[config.mk]
export PLATFORM = sky130hd
export DESIGN_NAME = sql_injection_signature_scan_flat
export DESIGN_NICKNAME = d
export VERILOG_FILES = /design/src/hw/rtl/sqlis_pkg.sv /design/src/hw/rtl/sqlis_if.sv /design/src/hw/rtl/sqlis_classifier.sv /design/src/hw/rtl/sqlis_scan_core.sv /design/src/hw/rtl/sql_injection_signature_scan.sv /design/src/flat_wrapper.sv
export SDC_FILE = /design/constraint.sdc
export NUM_CORES = 1
export LEC_CHECK = 0
export BUFFER_PORTS_ARGS = -buffer_cell sky130_fd_sc_hd__clkbuf_2
export CAP_MARGIN = 25
export CORE_AREA = 10 10 90 92
export CTS_CLUSTER_SIZE = 12
export DETAILED_ROUTE_END_ITERATION = 8
export DIE_AREA = 0 0 100 102
export PLACE_DENSITY = 0.88
export SYNTH_ARGS = -nofsm -noshare
export SYNTH_HDL_FRONTEND = slang
export SYNTH_SLANG_ARGS = --single-unit
[constraint.sdc]
create_clock -name clk_i -period 4.4 [get_ports clk_i]
set_input_delay 0.88 -clock clk_i [delete_from_list [all_inputs] [get_ports clk_i]]
set_output_delay 0.88 -clock clk_i [all_outputs]
set_load 0.1 [all_outputs]
[src/hw/rtl/sqlis_pkg.sv]
package sqlis_pkg;

  // Scan limit: a match must end at least one byte before this many bytes.
  localparam int unsigned ScanWindow = 128;
  localparam int unsigned CountW     = $clog2(ScanWindow + 1);
  localparam int unsigned PosW       = 7;
  localparam int unsigned CalcW      = (CountW > PosW) ? CountW : PosW;
  localparam int unsigned WinDepth   = 4;

  typedef enum logic [2:0] {
    CodeNone    = 3'd0,
    CodeUnion   = 3'd1,
    CodeOrTrue  = 3'd2,
    CodeComment = 3'd3,
    CodeStacked = 3'd4,
    CodeSleep   = 3'd5
  } match_code_e;

  localparam logic [7:0]  CharSpace  = 8'd32;
  localparam logic [7:0]  CaseOffset = 8'd32;
  localparam logic [7:0]  CharUpperA = "A";
  localparam logic [7:0]  CharUpperZ = "Z";
  localparam logic [7:0]  CharO      = "o";
  localparam logic [7:0]  CharR      = "r";
  localparam logic [7:0]  CharT      = "t";
  localparam logic [7:0]  CharOne    = "1";
  localparam logic [7:0]  CharEq     = "=";
  localparam logic [7:0]  CharDash   = "-";
  localparam logic [7:0]  CharSlash  = "/";
  localparam logic [7:0]  CharStar   = "*";
  localparam logic [7:0]  CharSemi   = ";";
  localparam logic [7:0]  CharD      = "d";
  localparam logic [7:0]  CharI      = "i";
  localparam logic [7:0]  CharU      = "u";
  localparam logic [7:0]  CharC      = "c";
  localparam logic [39:0] WordUnion  = "union";
  localparam logic [39:0] WordSleep  = "sleep";

  typedef struct packed {
    logic [7:0] char_in;
    logic       last_char;
  } step_t;

  typedef struct packed {
    match_code_e       code;
    logic [PosW-1:0]   position;
    logic              detected;
  } result_t;

  // Only A-Z are folded to lower case.
  function automatic logic [7:0] fold_char(input logic [7:0] c);
    logic [7:0] r;
    r = c;
    if (c >= CharUpperA && c <= CharUpperZ) begin
      r = c + CaseOffset;
    end
    return r;
  endfunction

endpackage

[src/hw/rtl/sqlis_if.sv]
interface sqlis_char_if;
  logic       valid;
  logic       ready;
  logic [7:0] char_in;
  logic       last_char;

  modport source (output valid, output char_in, output last_char, input ready);
  modport sink   (input valid, input char_in, input last_char, output ready);
endinterface

interface sqlis_result_if;
  logic       valid;
  logic       ready;
  logic [2:0] match_code;
  logic [6:0] match_position;
  logic       detected;

  modport source (output valid, output match_code, output match_position,
                  output detected, input ready);
  modport sink   (input valid, input match_code, input match_position,
                  input detected, output ready);
endinterface

[src/hw/rtl/sqlis_classifier.sv]
module sqlis_classifier (
  input  logic [4:0][7:0]          win_i,
  input  logic                     start_gt3_i,
  output sqlis_pkg::match_code_e   code_o
);

  logic [4:0][7:0] fw;
  logic            is_union;
  logic            is_sleep;
  logic            is_or_true;
  logic            is_comment;
  logic            is_stacked;
  logic [7:0]      stack_char;

  always_comb begin
    for (int k = 0; k < 5; k++) begin
      fw[k] = sqlis_pkg::fold_char(win_i[k]);
    end
  end

  always_comb begin
    is_union = 1'b1;
    is_sleep = 1'b1;
    for (int k = 0; k < 5; k++) begin
      if (fw[k] != sqlis_pkg::WordUnion[8*(4-k) +: 8]) is_union = 1'b0;
      if (fw[k] != sqlis_pkg::WordSleep[8*(4-k) +: 8]) is_sleep = 1'b0;
    end
  end

  assign is_or_true = (fw[0] == sqlis_pkg::CharO) && (fw[1] == sqlis_pkg::CharR) &&
                      (win_i[2] == sqlis_pkg::CharSpace) &&
                      (((win_i[3] == sqlis_pkg::CharOne) && (win_i[4] == sqlis_pkg::CharEq)) ||
                       (fw[3] == sqlis_pkg::CharT));

  assign is_comment = ((win_i[0] == sqlis_pkg::CharDash) && (win_i[1] == sqlis_pkg::CharDash)) ||
                      ((win_i[0] == sqlis_pkg::CharSlash) && (win_i[1] == sqlis_pkg::CharStar));

  // Skip up to two spaces after the semicolon.
  always_comb begin
    if (win_i[1] != sqlis_pkg::CharSpace) begin
      stack_char = fw[1];
    end else if (win_i[2] != sqlis_pkg::CharSpace) begin
      stack_char = fw[2];
    end else begin
      stack_char = fw[3];
    end
  end

  assign is_stacked = (win_i[0] == sqlis_pkg::CharSemi) && start_gt3_i &&
                      ((stack_char == sqlis_pkg::CharD) || (stack_char == sqlis_pkg::CharI) ||
                       (stack_char == sqlis_pkg::CharU) || (stack_char == sqlis_pkg::CharC));

  always_comb begin
    priority if (is_union) begin
      code_o = sqlis_pkg::CodeUnion;
    end else if (is_sleep) begin
      code_o = sqlis_pkg::CodeSleep;
    end else if (is_or_true) begin
      code_o = sqlis_pkg::CodeOrTrue;
    end else if (is_comment) begin
      code_o = sqlis_pkg::CodeComment;
    end else if (is_stacked) begin
      code_o = sqlis_pkg::CodeStacked;
    end else begin
      code_o = sqlis_pkg::CodeNone;
    end
  end

endmodule

[src/hw/rtl/sqlis_scan_core.sv]
module sqlis_scan_core (
  input  logic                clk_i,
  input  logic                rst_ni,
  input  logic                step_valid_i,
  input  sqlis_pkg::step_t    step_i,
  output sqlis_pkg::result_t  result_o
);

  logic [sqlis_pkg::WinDepth-1:0][7:0] win_q, win_d;
  logic [sqlis_pkg::CountW-1:0]        count_q, count_d;
  sqlis_pkg::match_code_e              code_q, code_d;
  logic [sqlis_pkg::PosW-1:0]          pos_q, pos_d;

  logic [4:0][7:0]                     window;
  logic [sqlis_pkg::CalcW-1:0]         start;
  logic                                scan_en;
  sqlis_pkg::match_code_e              code_new;

  // Window element 0 is the oldest byte, element 4 the incoming one.
  assign window = {step_i.char_in, win_q[3], win_q[2], win_q[1], win_q[0]};
  assign start  = sqlis_pkg::CalcW'(count_q) - sqlis_pkg::CalcW'(4);

  assign scan_en = (code_q == sqlis_pkg::CodeNone) && !step_i.last_char &&
                   (count_q >= sqlis_pkg::CountW'(4)) &&
                   (count_q <= sqlis_pkg::CountW'(sqlis_pkg::ScanWindow - 2));

  sqlis_classifier u_classifier (
    .win_i       (window),
    .start_gt3_i (count_q >= sqlis_pkg::CountW'(8)),
    .code_o      (code_new)
  );

  always_comb begin
    win_d   = win_q;
    count_d = count_q;
    code_d  = code_q;
    pos_d   = pos_q;
    if (step_valid_i) begin
      if (step_i.last_char) begin
        win_d   = '0;
        count_d = '0;
        code_d  = sqlis_pkg::CodeNone;
        pos_d   = '0;
      end else begin
        win_d = {step_i.char_in, win_q[3], win_q[2], win_q[1]};
        if (count_q < sqlis_pkg::CountW'(sqlis_pkg::ScanWindow)) begin
          count_d = count_q + sqlis_pkg::CountW'(1);
        end
        if (scan_en && (code_new != sqlis_pkg::CodeNone)) begin
          code_d = code_new;
          pos_d  = start[sqlis_pkg::PosW-1:0];
        end
      end
    end
  end

  always_ff @(posedge clk_i or negedge rst_ni) begin
    if (!rst_ni) begin
      win_q   <= '0;
      count_q <= '0;
      code_q  <= sqlis_pkg::CodeNone;
      pos_q   <= '0;
    end else begin
      win_q   <= win_d;
      count_q <= count_d;
      code_q  <= code_d;
      pos_q   <= pos_d;
    end
  end

  assign result_o.code     = code_q;
  assign result_o.position = pos_q;
  assign result_o.detected = (code_q != sqlis_pkg::CodeNone);

`ifndef SYNTH
  a_clear_after_last: assert property (@(posedge clk_i) disable iff (!rst_ni)
    step_valid_i && step_i.last_char |=> (count_q == '0) && (code_q == sqlis_pkg::CodeNone))
    else $error("scan state not cleared after final byte");

  a_match_needs_bytes: assert property (@(posedge clk_i) disable iff (!rst_ni)
    (code_q != sqlis_pkg::CodeNone) |-> (count_q >= sqlis_pkg::CountW'(5)))
    else $error("match recorded with too few bytes seen");

  a_count_saturates: assert property (@(posedge clk_i) disable iff (!rst_ni)
    count_q <= sqlis_pkg::CountW'(sqlis_pkg::ScanWindow))
    else $error("byte count passed the scan limit");
`endif

endmodule

[src/hw/rtl/sql_injection_signature_scan.sv]
// A result transaction is driven from the output register, which takes the match record
// when the final byte leaves the input register while the output register is free.
// Throughput: one byte per cycle; the only stall is a final byte held while the
// previous result still waits in the output register.
// Reset: rst_ni is asynchronous and active low; it clears the window, count, match
// record and both valid flags at once, with no clearing pass.
module sql_injection_signature_scan (
  input  logic                  clk_i,
  input  logic                  rst_ni,
  sqlis_char_if.sink            char_i,
  sqlis_result_if.source        result_o
);

  // The design has two register stages around the scan logic. The input
  // register holds one accepted byte. In the next cycle that byte updates the
  // four-byte window, the byte count and the first-match record inside the
  // scan core, where a shallow compare tree tests the five-byte window that
  // ends at the byte. A byte that carries the last flag does not scan; instead
  // the match record is copied into the output register and the scan state
  // returns to its reset value for the next query.

  logic                 in_valid_q;
  sqlis_pkg::step_t     in_step_q;
  logic                 out_valid_q;
  sqlis_pkg::result_t   out_q;
  sqlis_pkg::result_t   core_result;
  logic                 out_free;
  logic                 advance;
  logic                 in_ready;

  // A non-final byte never needs the output register, so it always moves on.
  // A final byte moves on only when the output register is empty or being
  // drained in this cycle, which acts as the skid between the two sides.
  assign out_free = !out_valid_q || result_o.ready;
  assign advance  = in_valid_q && (!in_step_q.last_char || out_free);
  assign in_ready = !in_valid_q || advance;

  assign char_i.ready = in_ready;

  always_ff @(posedge clk_i or negedge rst_ni) begin
    if (!rst_ni) begin
      in_valid_q <= 1'b0;
    end else if (in_ready) begin
      in_valid_q <= char_i.valid;
    end
  end

  always_ff @(posedge clk_i) begin
    if (in_ready && char_i.valid) begin
      in_step_q.char_in   <= char_i.char_in;
      in_step_q.last_char <= char_i.last_char;
    end
  end

  sqlis_scan_core u_scan_core (
    .clk_i        (clk_i),
    .rst_ni       (rst_ni),
    .step_valid_i (advance),
    .step_i       (in_step_q),
    .result_o     (core_result)
  );

  // The output register takes the match record when a final byte moves on.
  always_ff @(posedge clk_i or negedge rst_ni) begin
    if (!rst_ni) begin
      out_valid_q <= 1'b0;
    end else if (advance && in_step_q.last_char) begin
      out_valid_q <= 1'b1;
    end else if (result_o.ready) begin
      out_valid_q <= 1'b0;
    end
  end

  always_ff @(posedge clk_i) begin
    if (advance && in_step_q.last_char) begin
      out_q <= core_result;
    end
  end

  assign result_o.valid          = out_valid_q;
  assign result_o.match_code     = 3'(out_q.code);
  assign result_o.match_position = out_q.position;
  assign result_o.detected       = out_q.detected;

`ifndef SYNTH
  a_detected_consistent: assert property (@(posedge clk_i) disable iff (!rst_ni)
    result_o.valid |-> (result_o.detected == (result_o.match_code != 3'(sqlis_pkg::CodeNone))))
    else $error("detected flag disagrees with match code");

  a_no_match_zero_pos: assert property (@(posedge clk_i) disable iff (!rst_ni)
    result_o.valid && (result_o.match_code == 3'(sqlis_pkg::CodeNone))
      |-> (result_o.match_position == '0))
    else $error("position reported without a match");

  a_final_byte_held: assert property (@(posedge clk_i) disable iff (!rst_ni)
    in_valid_q && in_step_q.last_char && out_valid_q && !result_o.ready
      |=> in_valid_q && in_step_q.last_char)
    else $error("final byte lost while result stalled");
`endif

endmodule
[src/flat_wrapper.sv]
// flat-port wrapper written by rule: the top's interface ports become plain ports
module sql_injection_signature_scan_flat 
  (clk_i, rst_ni, char_i_valid, char_i_char_in, char_i_last_char, char_i_ready, result_o_valid, result_o_match_code, result_o_match_position, result_o_detected, result_o_ready);
  sqlis_char_if char_i_i ();
  sqlis_result_if result_o_i ();
  input  logic clk_i;
  input  logic rst_ni;
  input wire logic [$bits(char_i_i.valid)-1:0] char_i_valid;
  input wire logic [$bits(char_i_i.char_in)-1:0] char_i_char_in;
  input wire logic [$bits(char_i_i.last_char)-1:0] char_i_last_char;
  output wire logic [$bits(char_i_i.ready)-1:0] char_i_ready;
  output wire logic [$bits(result_o_i.valid)-1:0] result_o_valid;
  output wire logic [$bits(result_o_i.match_code)-1:0] result_o_match_code;
  output wire logic [$bits(result_o_i.match_position)-1:0] result_o_match_position;
  output wire logic [$bits(result_o_i.detected)-1:0] result_o_detected;
  input wire logic [$bits(result_o_i.ready)-1:0] result_o_ready;
  assign char_i_i.valid = char_i_valid;
  assign char_i_i.char_in = char_i_char_in;
  assign char_i_i.last_char = char_i_last_char;
  assign char_i_ready = char_i_i.ready;
  assign result_o_valid = result_o_i.valid;
  assign result_o_match_code = result_o_i.match_code;
  assign result_o_match_position = result_o_i.match_position;
  assign result_o_detected = result_o_i.detected;
  assign result_o_i.ready = result_o_ready;
  sql_injection_signature_scan u_core (.clk_i(clk_i), .rst_ni(rst_ni), .char_i(char_i_i), .result_o(result_o_i));
endmodule
==> results.md <==
* Avg WL per Cell at 19.29 um
* Final nets at 387
* Crit path arrival time at 3490 ps
* GP Congestion at 0.9545
* WS Path Type: register to register
* First-pass GRT wire length at 13970 um
* Unrepaired setup endpoints after global routing: no
* Synth-to-layout area growth at 9.249%
* Initial DRC Count at 324
* Most frequent cells in the layout: dfrtp_1 (52), nand2_1 (34), a22o_1 (26)
* # setup viols final at 0
* Post-synth EDFFs at 20
* R2R cell count at 7
* Sequential Power Share at 52.5%
* Asr flop ratio synth at 72.22%
* Worst rel slew slack at 43.31%
* Final worst slack at 1188 ps
* Worst hold start: u_core.u_scan_core.pos_q[2]
* # rows at 29
* CTS tree: done
* Largest net degree at the start of global routing at 53
* Pre-CTS WS at 1259 ps
* Max-cap violation count at 0
* Hold depth at 0
* Layout cell share with drive strength beyond 1 at 14.99%
* Syn avg cell area at 10.82 um^2
* Worst-path clk slew at 70 ps
* Final ANT Viol Nets at 0
* Worst vdd ir at 0.0002673 V
* Vias per cell at 6.601
* Seq cells post-synth at 72
* DRT Pass-1 Iters at 5
* Hold EP: u_core.result_o.match_position[2]
* Syn Inst Count at 340
* Ports at 26
* Clock Latency Late Sink at 360 ps
* PD cells at 393.7 mW/mm^2
* DPL Wire Length at 6066 um
* Reg2reg start: u_core.u_scan_core.win_q[10]
* Sink Count at 72
* Area occupied by multi-input gates at 0.001672 mm^2
* Hold Vio Cnt, Final at 0
* Routed via count at 2931
* # H-tree levels at 3
* Run status: complete, no violations
* Storage cell area at 0.001902 mm^2
* GRT Total Usage at 17.26%
* Post-Route WL at 8565 um
* Ys Warns at 0
* Switch share at 33.12%
* Port Buffer Count at 25
* CTS Root Cell: clkbuf_8
* Clk buf depth at 2
* Die width at 100 um
* Core area at 0.006277 mm^2
* Initial antenna violation count at 0
* Synth Cell Area at 0.003680 mm^2
* CP cell instances: or4_4, nor2_1, a221oi_1, and4_4, or4_4, a22oi_4, mux2i_1
* Switch Pwr at 524.2 uW
* Post-CTS setup buffer count at 0
* Setup crit start kind: register
* Fin Setup TNS at 0 ps
* Crit-path max cell delay at 580 ps
* Die Height at 102 um
* Critical Path End Type: register
* Syn nets at 364
* Critical-path top delay cell: or4_4
* WP data required at 4680 ps
* GRT overflow at 0
* Final Slew Violations at 0
* Cell Int Power at 1059 uW
* Sequential area share after synthesis at 51.68%
* Final period util at 73.00%
* Comb pwr share at 19.7%
* Worst Clk Skew at 5.543 ps
* Tightest Pin Transition at 829.0 ps
* Post-synth cell types at 57
* Area of the die at 0.01020 mm^2
* Worst min path class: register to register
* Diode count at 0
* Hold buffers post-CTS at 0
* Vias in the first global route at 2772
* Initial core utilization at 58.62%
* PostCTS Resize Cnt at 0
* Predominant post-synthesis flop cell: dfrtp_1
* Fill count at 506
* Residual DRC count at 0
* Top cell by count, worst path: or4_4
* Worst reg-to-reg setup slack at 1190 ps
* Power share of the clock group at 27.8%
* Min Tclk post-route at 3212 ps
* Fmax at 0.3113 GHz
* CP max FO at 9
* Leakage at 0.001779 uW
* Most common cell after layout, fill and taps aside: dfrtp_1
* Num CTS Buffers at 9
* Worst R2R End: u_core.u_scan_core.pos_q[5]
-- cell type report --
| class | instances | share of cell area, % |
|---|---|---|
| timing repair buffer | 28 | 3.859 |
| tap | 77 | 2.397 |
| inverter | 11 | 1.027 |
| clock buffer | 11 | 3.268 |
| sequential | 72 | 47.31 |
| multi-input combinational | 241 | 41.58 |
| clock inverter | 4 | 0.5602 |
-- cells by family (layout without fill, tap and decap cells) --
logic type / count (synthesis) / after routing / share of synthesized area, %
AND/OR/NAND/NOR: 137 / 137 / 21.97
AO/OA/AOI/OAI: 81 / 81 / 16.46
flip-flops: 72 / 72 / 51.68
buffers and inverters: 27 / 54 / 2.958
adder cells (fa/ha/maj): 11 / 11 / 3.740
multiplexers: 9 / 9 / 2.482
XOR/XNOR: 3 / 3 / 0.7142
-- metal layers --
layer	track usage (%)	vias up	part of all wire, %
met5	0	-	0
met1	22.67	1429	44
met4	7.717	0	2.8
met3	4.858	25	7.5
met2	26.08	141	45
li1	-	1336	-
-- worst max path at each step --
stage	startpoint	to	slack (ps)
2_1_floorplan	u_core.result_o.valid	u_core.in_step_q[0]	1320
3_3_place_gp	u_core.u_scan_core.win_q[11]	u_core.u_scan_core.pos_q[5]	1350
3_5_place_dp	u_core.u_scan_core.win_q[11]	u_core.u_scan_core.pos_q[6]	1260
4_1_cts	u_core.u_scan_core.win_q[11]	u_core.u_scan_core.pos_q[5]	1250
5_1_grt	u_core.u_scan_core.win_q[12]	u_core.u_scan_core.pos_q[2]	1080
6_report	u_core.u_scan_core.win_q[10]	u_core.u_scan_core.pos_q[5]	1190
-- worst max-delay path, delay by kind of cell, from the launching register on --
kind,cells,cell delay [ps]
and+or+nand+nor,4,1750
DFF,1,470
muxes,1,250
AOI/OAI and AO/OA,2,660
-- registers in the layout (all words and copies together) (netlist names) --
signal,flops
u_core.u_scan_core.win_q,32
u_core.result_o.match_code,3
u_core.u_scan_core.code_q,3
u_core.u_scan_core.pos_q,7
u_core.in_step_q,9
u_core.result_o.match_position,7
u_core.in_valid_q,1
u_core.u_scan_core.count_q,8
u_core.result_o.valid,1
u_core.result_o.detected,1
-- power groups by stage --
stage	clock [uW]	combinational, uW	sequential, uW
3_5_place_dp	0	308	841
4_1_cts	442	310	827
5_1_grt	478	345	839
2_1_floorplan	0	220	836
6_report	441	311	831
3_3_place_gp	0	297	837
-- Yosys cell counts, drive strengths merged, types with 2 or more instances --
library cell	instances	area [um^2]
a2111oi	2	23.77
a211oi	2	15.01
a21o	2	15.01
a21oi	14	70.07
a221o	2	22.52
a221oi	3	26.28
a22o	28	247.7
and2	3	18.77
and3b	3	27.53
and4	3	28.78
and4b	2	20.02
clkbuf	15	56.30
dfrtp	52	1301
edfxtp	20	600.6
ha	11	137.6
inv	11	41.29
mux2i	8	80.08
nand2	34	127.6
nand2b	4	25.02
nand3	6	30.03
nand4	7	43.79
nand4b	4	35.03
nor2	19	71.32
nor2b	10	62.56
nor3	10	50.05
nor3b	3	22.52
nor4	6	52.55
nor4b	6	52.55
nor4bb	2	20.02
o21ai	17	85.08
o22ai	3	18.77
or3	2	12.51
or4	7	60.06
or4b	2	20.02
xnor2	2	17.52
-- per-stage QoR --
stage | instances | hold slack, ps | power [uW] | area (um^2) | utilization [%]
floorplan | 340 | 424.8 | 1057 | 3680 | -
global placement | 428 | 431.5 | 1134 | 3851 | 61.35
detailed placement | 429 | 435.0 | 1149 | 3866 | 61.59
CTS | 444 | 451.3 | 1579 | 4020 | 64.04
global route | 444 | 466.0 | 1662 | 4020 | 64.04
finish | 444 | 448.9 | 1583 | 4020 | 64.04
No activity file was read; power rests on OpenSTA's default activity.
